`src/rtl/slab_size_class_allocator_top_defines.svh`:
```
// ----------------------------------------------------------------------------
// slab allocator assertion macros
// shared assertion wrappers, empty when SYNTH is defined
// ----------------------------------------------------------------------------
`ifndef SLAB_SIZE_CLASS_ALLOCATOR_TOP_DEFINES_SVH
`define SLAB_SIZE_CLASS_ALLOCATOR_TOP_DEFINES_SVH
`ifndef SYNTH
// same-cycle implication
`define SSCA_ASSERT_IMP(lbl, clk, rst, ante, cons) \
   lbl: assert property (@(posedge clk) disable iff (rst) (ante) |-> (cons)) \
      else $error("slab allocator assertion failed");
// next-cycle implication
`define SSCA_ASSERT_NXT(lbl, clk, rst, ante, cons) \
   lbl: assert property (@(posedge clk) disable iff (rst) (ante) |=> (cons)) \
      else $error("slab allocator assertion failed");
`else
`define SSCA_ASSERT_IMP(lbl, clk, rst, ante, cons)
`define SSCA_ASSERT_NXT(lbl, clk, rst, ante, cons)
`endif
`endif

```
`src/rtl/ssca_pkg.sv`:
```
// ----------------------------------------------------------------------------
// slab allocator package
// constants, codes, command and result types and size helpers
// ----------------------------------------------------------------------------
package ssca_pkg;

   localparam int ADDR_W         = 48;
   localparam int DATA_W         = 64;
   localparam int CLASS_W        = 6;
   localparam int MIN_BLOCK_LOG2 = 4;
   localparam int SLAB_CLASSES   = 8;
   localparam int SLAB_IDX_W     = 3;
   localparam int SLAB_MAX_BYTES = 2048;
   localparam int SLAB_BYTES     = 65536;
   localparam int FREE_DEPTH     = 64;
   localparam int FREE_IDX_W     = 6;
   localparam int FREE_CNT_W     = 7;
   localparam int STACK_ENTRIES  = SLAB_CLASSES * FREE_DEPTH;
   localparam int STACK_IDX_W    = SLAB_IDX_W + FREE_IDX_W;

   typedef enum logic [1:0] {
      OP_ALLOC  = 2'd0,
      OP_FREE   = 2'd1,
      OP_RESIZE = 2'd2
   } op_type;

   typedef enum logic [2:0] {
      ACT_NONE       = 3'd0,
      ACT_FREE_STACK = 3'd1,
      ACT_BUMP       = 3'd2,
      ACT_NEW_SLAB   = 3'd3,
      ACT_LARGE_MAP  = 3'd4,
      ACT_UNCHANGED  = 3'd5,
      ACT_REMAP      = 3'd6,
      ACT_OVERFLOW   = 3'd7
   } action_type;

   typedef enum logic [1:0] {
      REL_NONE    = 2'd0,
      REL_PUSHED  = 2'd1,
      REL_DROPPED = 2'd2,
      REL_UNMAP   = 2'd3
   } release_type;

   // classified item handed from front to back, result fields preset
   typedef struct packed {
      action_type              action;
      logic [ADDR_W-1:0]       addr;
      logic [ADDR_W-1:0]       blk;
      logic [ADDR_W-1:0]       base;
      logic [DATA_W-1:0]       map_bytes;
      logic [DATA_W-1:0]       unmap_bytes;
      logic [DATA_W-1:0]       copy_bytes;
      logic [CLASS_W-1:0]      size_class;
      logic                    do_grant;
      logic                    grant_small;
      logic [SLAB_IDX_W-1:0]   grant_cls;
      logic                    do_release;
      logic                    release_small;
      logic [SLAB_IDX_W-1:0]   release_cls;
   } cmd_type;

   typedef struct packed {
      action_type              action;
      release_type             rel;
      logic [ADDR_W-1:0]       addr;
      logic [DATA_W-1:0]       map_bytes;
      logic [DATA_W-1:0]       unmap_bytes;
      logic [DATA_W-1:0]       copy_bytes;
      logic [CLASS_W-1:0]      size_class;
   } res_type;

   // number of significant bits
   function automatic logic [6:0] bit_len(input logic [DATA_W-1:0] v);
      logic [6:0] n;
      n = '0;
      for (int i = 0; i < DATA_W; i++) begin
         if (v[i]) n = 7'(i + 1);
      end
      return n;
   endfunction

   // power-of-two class of a byte count
   function automatic logic [CLASS_W-1:0] class_of(input logic [DATA_W-1:0] s);
      logic [6:0] bl;
      bl = bit_len(s - 64'd1);
      if (s <= (64'd1 << MIN_BLOCK_LOG2)) return '0;
      return CLASS_W'(bl - 7'(MIN_BLOCK_LOG2));
   endfunction

endpackage

```
`src/rtl/ssca_cmd_queue.sv`:
```
// ----------------------------------------------------------------------------
// slab allocator command queue
// two-entry queue between front end and back end
// ----------------------------------------------------------------------------
module ssca_cmd_queue (
   input  logic              clock,
   input  logic              reset,
   input  logic              push,
   input  ssca_pkg::cmd_type push_data,
   output logic              full,
   input  logic              pop,
   output ssca_pkg::cmd_type pop_data,
   output logic              empty
);

   ssca_pkg::cmd_type entry_ff [2];
   logic              wptr_ff, rptr_ff;
   logic [1:0]        count_ff;
   logic              do_push, do_pop;

   assign full     = (count_ff == 2'd2);
   assign empty    = (count_ff == 2'd0);
   assign do_push  = push && !full;
   assign do_pop   = pop && !empty;
   assign pop_data = entry_ff[rptr_ff];

   // pointers and fill level
   always_ff @(posedge clock) begin
      if (reset) begin
         wptr_ff  <= 1'b0;
         rptr_ff  <= 1'b0;
         count_ff <= '0;
      end else begin
         if (do_push) wptr_ff <= !wptr_ff;
         if (do_pop) rptr_ff <= !rptr_ff;
         count_ff <= count_ff + 2'(do_push) - 2'(do_pop);
      end
   end

   // storage
   always_ff @(posedge clock) begin
      if (do_push) entry_ff[wptr_ff] <= push_data;
   end

endmodule

```
`config.mk`:
```
export PLATFORM = sky130hd
export DESIGN_NAME = ssca_cmd_queue
export DESIGN_NICKNAME = d
export VERILOG_FILES = /design/src/rtl/slab_size_class_allocator_top_defines.svh /design/src/rtl/ssca_pkg.sv /design/src/rtl/ssca_cmd_queue.sv
export SDC_FILE = /design/constraint.sdc
export NUM_CORES = 1
export LEC_CHECK = 0
export BUFFER_PORTS_ARGS = -buffer_cell sky130_fd_sc_hd__buf_2
export CAP_MARGIN = 5
export CORE_AREA = 5 5 277 279
export DETAILED_ROUTE_END_ITERATION = 12
export DIE_AREA = 0 0 282 284
export PLACE_DENSITY = 0.73
export SKIP_LAST_GASP = 1
export SLEW_MARGIN = 25
export SYNTH_ARGS = -nofsm -noshare
export SYNTH_HDL_FRONTEND = slang
export SYNTH_SLANG_ARGS = --single-unit
```
`constraint.sdc`:
```
create_clock -name clock -period 8.8 [get_ports clock]
set_input_delay 0.44 -clock clock [delete_from_list [all_inputs] [get_ports clock]]
set_output_delay 0.44 -clock clock [all_outputs]
set_load 0.02 [all_outputs]
```
==> results of run 1 <==
[registers in the layout, indices dropped and copies added (netlist names), named ones only]
signal / count
rptr_ff: 1
wptr_ff: 1
count_ff: 2
entry_ff: 710
[worst max-delay path, stage by stage, from the launching register on]
cell and delay, ns:
dfxtp_4 0.55, buf_4 0.72, buf_12 0.49, mux2_4 0.36, buf_2 0.16
[cell usage after synthesis]
cell / number / share of area, %
mux2_2: 5 / 0.20
nand2_1: 1 / 0.014
xnor2_1: 1 / 0.032
nand2b_2: 1 / 0.032
a21oi_1: 1 / 0.018
buf_6: 7 / 0.29
and3_1: 1 / 0.023
and2_1: 1 / 0.023
o21ai_0: 1 / 0.018
nor2_1: 4 / 0.054
or3_1: 1 / 0.023
buf_12: 33 / 2.4
inv_1: 4 / 0.054
ha_1: 2 / 0.091
o21a_1: 1 / 0.027
nor3_1: 1 / 0.018
dfxtp_1: 5 / 0.36
xor2_1: 1 / 0.032
edfxtp_1: 710 / 77
mux2_4: 350 / 19
nor2b_1: 1 / 0.023
[worst max path at each step]
stage                      from              to  slack, ns  cells past startpoint
floorplan           count_ff[0]  entry_ff[0][0]       0.31                      4
global placement      flip-flop   pop_data[124]       5.80                      4
detailed placement    flip-flop   pop_data[137]       5.78                      4
CTS                   flip-flop   pop_data[137]       5.12                      4
global route          flip-flop     pop_data[4]       5.00                      4
finish                flip-flop   pop_data[137]       5.09                      4
[timing repair]
item                       in CTS  in global routing
hold endpoints to repair      540                  2
hold buffers                  277                  1
setup endpoints to repair       0                  0
buffers inserted                0                  0
[area by class of cell]
type | count | share of cell area (%)
sequential | 715 | 57.66
timing repair buffer | 1004 | 17.51
multi-input combinational | 373 | 14.63
clock buffer | 96 | 5.402
tap | 969 | 3.263
clock inverter | 39 | 1.398
antenna | 11 | 0.07409
inverter | 4 | 0.06062
[metal layers]
metal | GRT usage [%] | routed length [µm] | share of wire, %
met5 | 0 | 59 | 0.088
met4 | 7.148 | 2796 | 4.2
met2 | 28.55 | 35220 | 53
met1 | 16.45 | 23040 | 34
met3 | 5.726 | 5748 | 8.6
[cell families (layout without fill, tap and decap cells)]
| kind of cell | Yosys count | in the layout | synth area share [%] |
|---|---|---|---|
| adders and majority gates | 2 | 2 | 0.09064 |
| and+or+nand+nor | 11 | 11 | 0.2085 |
| AOI/OAI and AO/OA | 3 | 3 | 0.06343 |
| DFF | 715 | 715 | 77.60 |
| buffers and inverters | 44 | 1143 | 2.733 |
| muxes | 355 | 355 | 19.24 |
| xor gates and xnor gates | 2 | 2 | 0.06347 |
| other | 0 | 11 | 0 |
[power groups by stage]
stage	Clock (mW)	Combinational, mW	Sequential, mW
6_report	3.21	3.51	4.49
5_1_grt	3.44	3.67	4.53
4_1_cts	3.27	3.51	4.49
3_5_place_dp	0	3.39	4.56
3_3_place_gp	0	3.36	4.53
2_1_floorplan	0	2.62	4.65
==> flow_metrics.py, run 1 <==
metrics = {
    "clocking": {
        "clock_path_buffers": 3,
        "clkTransAtPathRegs_ns": 0.06,
        "cts_resized": 0,
        "cts_tree": "done",
        "cts-buffers-inserted": 75,
        "htree_levels": 3,
        "clkLatencyLatePin_ns": 0.61,
        "clock_sinks": 715,
        "cts-root-buf": "clkbuf_16",
    },
    "power": {
        "p_leak_nw": 14.54,
        "power.density_nw_per_um2": 301.6,
        "clockPowerShare_pct": 28.6,
        "p_int_mw": 7.784,
        "p_seq_share_pct": 40.1,
        "p_sw_mw": 3.422,
        "p_sw_share_pct": 30.54,
        "pwr-share-comb_pct": 31.3,
        "ir_drop_mv": 0.2942,
        "power.total_mw": 11.21,
    },
    "sta": {
        "finalHoldViolCount": 0,
        "setup_viol": 0,
        "rsz0062_at_grt": "no",
        "worst_slack_ns": 5.093,
        "clock_skew_ns": 0.03327,
        "tightest_slew_ns": 1.209,
        "fin_setup_tns_ns": 0,
        "min_period_ns": 3.707,
        "slew_headroom_pct": 19.40,
        "max_freq_mhz": 269.8,
        "whs_ns": 0.04824,
        "period_share_pct": 42.12,
        "finalMaxSlewViolations": 0,
    },
    "worst_hold_path": {
        "hold_class": "input pin to flip-flop",
        "min_from": "push_data[350]",
        "hold_depth": 1,
        "min_to": "entry_ff[0][350]",
    },
    "routing": {
        "drcViolationCount": 0,
        "firstDrtPassIters": 5,
        "routed_wirelength_um": 66860,
        "drtAntennaViolNets": 0,
        "vias_per_cell": 4.637,
        "num_vias": 14890,
        "first_iter_violations": 761,
        "routedWlPerCell_um": 20.82,
    },
    "global_route": {
        "grt_overflow": 0,
        "grtUsageTotal_pct": 15.86,
        "grt_pass1_wl_um": 97350,
        "antenna_found_initial": 16,
        "grt_max_degree": 151,
        "grt_pass1_vias": 16318,
    },
    "floorplanning": {
        "die_w_um": 282,
        "core_area_um2": 73950,
        "rows": 100,
        "start_util_pct": 37.33,
        "pin_count": 716,
        "die_h_um": 284,
        "dieArea_um2": 80090,
    },
    "final_layout": {
        "final_cell_mix": "buf_2 (715), edfxtp_1 (710), mux2_4 (350), dlygate4sd3_1 (278), clkbuf_16 (76)",
        "final_area_um2": 37150,
        "syn_to_final_growth_pct": 34.59,
        "final_common_cell": "buf_2",
        "nFillCells": 5813,
        "stdcell_count": 3211,
        "final_util_pct": 50.24,
        "nets": 2534,
        "multi_input_area_um2": 5434,
        "layout-drive-gt1-share_pct": 53.56,
        "ff_latch_area_um2": 21420,
    },
    "placement": {
        "port_buffers": 715,
        "gp_congestion": 0.8047,
        "place_ws_ns": 5.776,
        "place_inst": 2787,
        "dpl_cell_area_um2": 31820,
        "dp_hpwl_um": 42950,
    },
    "critical_path": {
        "r2r-end": "entry_ff[0][111]",
        "arrival_ns": 3.27,
        "required_ns": 8.36,
        "critical_path_class": "flip-flop to primary output",
        "reg2reg_depth": 5,
        "rrSetupSlack_ns": 5.85,
        "cp_max_fo": 97,
        "crit_path_end_kind": "primary output",
        "cp-start-kind": "flip-flop",
        "reg2reg_from": "count_ff[0]",
    },
    "status": {
        "status": "finished, final reports clean",
    },
    "logic_synthesis": {
        "ys_ff_latch": 715,
        "syn-instance-count": 1132,
        "ys_seq_area_share_pct": 77.60,
        "synth_nets": 1493,
        "synthDistinctLibCells": 21,
        "synth_area_um2": 27600,
        "syn_area_per_cell_um2": 24.39,
        "ys_warn_count": 0,
    },
    "job": {
        "cap_violations": 0,
    },
}
Power figures use the tool's default switching activity.
==> run 2: changes to the inputs <==
==> constraint.sdc (replaced) <==
create_clock -name clock -period 3.2 [get_ports clock]
set_input_delay 0.16 -clock clock [delete_from_list [all_inputs] [get_ports clock]]
set_output_delay 0.16 -clock clock [all_outputs]
set_load 0.02 [all_outputs]
==> run 2 against run 1 <==
Against the previous run:
- sequential power grew to 2.8 times the previous value
- non-clock buffer count grew 110
- core utilization grew 1.4 points
- flip-flop and latch count is the same
- count of clock-buffer cells in the layout is the same
- worst setup slack lost 4.5 ns
- combinational power grew to 2.8 times the previous value
==> flow_metrics.py, run 2 (same netlist as run 1, synthesis figures left out) <==
metrics = {
    "status": {
        "status": "finished, final reports clean",
    },
    "routing": {
        "drcViolationCount": 0,
        "routedWlPerCell_um": 20.49,
        "vias_per_cell": 4.592,
        "firstDrtPassIters": 5,
        "first_iter_violations": 814,
        "drtAntennaViolNets": 0,
        "num_vias": 15251,
        "routed_wirelength_um": 68050,
    },
    "placement": {
        "gp_congestion": 0.8177,
        "place_inst": 2816,
        "port_buffers": 715,
        "dp_hpwl_um": 44480,
    },
    "worst_hold_path": {
        "hold_class": "input pin to flip-flop",
    },
    "floorplanning": {
        "dieArea_um2": 80090,
        "rows": 100,
        "die_w_um": 282,
        "core_area_um2": 73950,
        "die_h_um": 284,
        "pin_count": 716,
        "start_util_pct": 37.33,
    },
    "power": {
        "p_leak_nw": 15.01,
        "p_sw_mw": 9.419,
        "p_seq_share_pct": 40.4,
        "power.density_nw_per_um2": 803.5,
        "clockPowerShare_pct": 27.3,
        "p_int_mw": 21.27,
        "ir_drop_mv": 0.5564,
        "p_sw_share_pct": 30.69,
        "pwr-share-comb_pct": 32.3,
        "power.total_mw": 30.69,
    },
    "global_route": {
        "grt_overflow": 0,
        "grt_pass1_wl_um": 100500,
        "grtUsageTotal_pct": 16.22,
        "grt_max_degree": 109,
        "grt_pass1_vias": 17109,
        "antenna_found_initial": 15,
    },
    "final_layout": {
        "syn_to_final_growth_pct": 38.39,
        "final_cell_mix": "buf_2 (715), edfxtp_1 (710), dlygate4sd3_1 (359), mux2_4 (350), clkbuf_16 (78)",
        "layout-drive-gt1-share_pct": 52.03,
        "reg_top3": "entry_ff x710, count_ff x2",
        "stdcell_count": 3321,
        "final_util_pct": 51.66,
        "final_common_cell": "buf_2",
        "nets": 2644,
        "largest_register": "entry_ff",
        "largest_reg_flops": 710,
    },
    "critical_path": {
        "critical_path_class": "flip-flop to primary output",
        "required_ns": 3.04,
        "cp-start-kind": "flip-flop",
        "crit_path_end_kind": "primary output",
        "arrival_ns": 2.44,
        "cp_max_fo": 41,
    },
    "clocking": {
        "cts-root-buf": "clkbuf_16",
        "cts_resized": 0,
        "cts-hold-fix-buffers": 359,
        "clkLatencyLatePin_ns": 0.59,
        "clock_path_buffers": 3,
        "clkTransAtPathRegs_ns": 0.06,
        "cts-buffers-inserted": 75,
        "htree_levels": 3,
        "clock_sinks": 715,
        "cts_tree": "done",
        "post_cts_buffers": 0,
    },
    "sta": {
        "finalHoldViolCount": 0,
        "clock_skew_ns": 0.02305,
        "min_period_ns": 2.600,
        "fin_setup_tns_ns": 0,
        "whs_ns": 0.2905,
        "setup_viol": 0,
        "slew_headroom_pct": 44.67,
        "rsz0062_at_grt": "no",
        "tightest_slew_ns": 0.8300,
        "period_share_pct": 81.26,
        "max_freq_mhz": 384.6,
        "finalMaxSlewViolations": 0,
    },
    "job": {
        "cap_violations": 0,
    },
}
run 2: cell types whose count changed in the layout (fill, tap and decap cells not counted), sizes merged:
cell	delta
dlygate4sd3	+81
clkinvlp	-1
inv	-1
buf	+29
clkinv	+6
bufinv	-4
run 2: worst max-delay path: stages, from the launching register on:
cell	delay [ns]
dfxtp_4	0.89
buf_12	0.38
mux2_2	0.39
buf_2	0.16
run 2: final timing paths:
kind	from	endpoint	slack, ns	depth (start not counted)
setup / recovery	flip-flop	pop_data[1]	0.60	3
hold / removal	push_data[211]	entry_ff[0][211]	0.29	2
setup reg to reg	count_ff[0]	entry_ff[0][205]	1.03	5
hold reg to reg	wptr_ff	wptr_ff	0.52	2
run 2: metrics by stage:
stage               setup WS [ns]  area [µm²]
floorplan                  -3.186       27620
global placement            1.076       32210
detailed placement          1.041       32210
CTS                        0.5377       38170
global route               0.4905       38200
finish                     0.5997       38200
run 2: layout make-up:
type / instances / area, µm²
timing repair buffer: 1114 / 7697
multi-input combinational: 373 / 5444
sequential: 715 / 21430
clock inverter: 39 / 351.6
antenna: 11 / 27.53
inverter: 4 / 21.27
fill: 5683 / 35750
clock buffer: 96 / 2019
tap: 969 / 1212
run 2: per-layer routing:
layer / global-route usage [%] / up-vias / part of all wire (%)
li1: - / 6851 / -
met1: 17.30 / 7561 / 35
met2: 29.40 / 656 / 53
met3: 5.035 / 177 / 7.9
met4: 7.075 / 6 / 4.3
met5: 0 / - / 0.050
run 2: power by group through the flow:
stage	sequential (mW)	clock (mW)	combinational (mW)
after floorplan	12.7	0	7.22
after global placement	12.5	0	9.42
after detailed placement	12.6	0	9.52
after CTS	12.4	8.52	9.94
after global routing	12.5	8.99	10.4
final	12.4	8.39	9.91
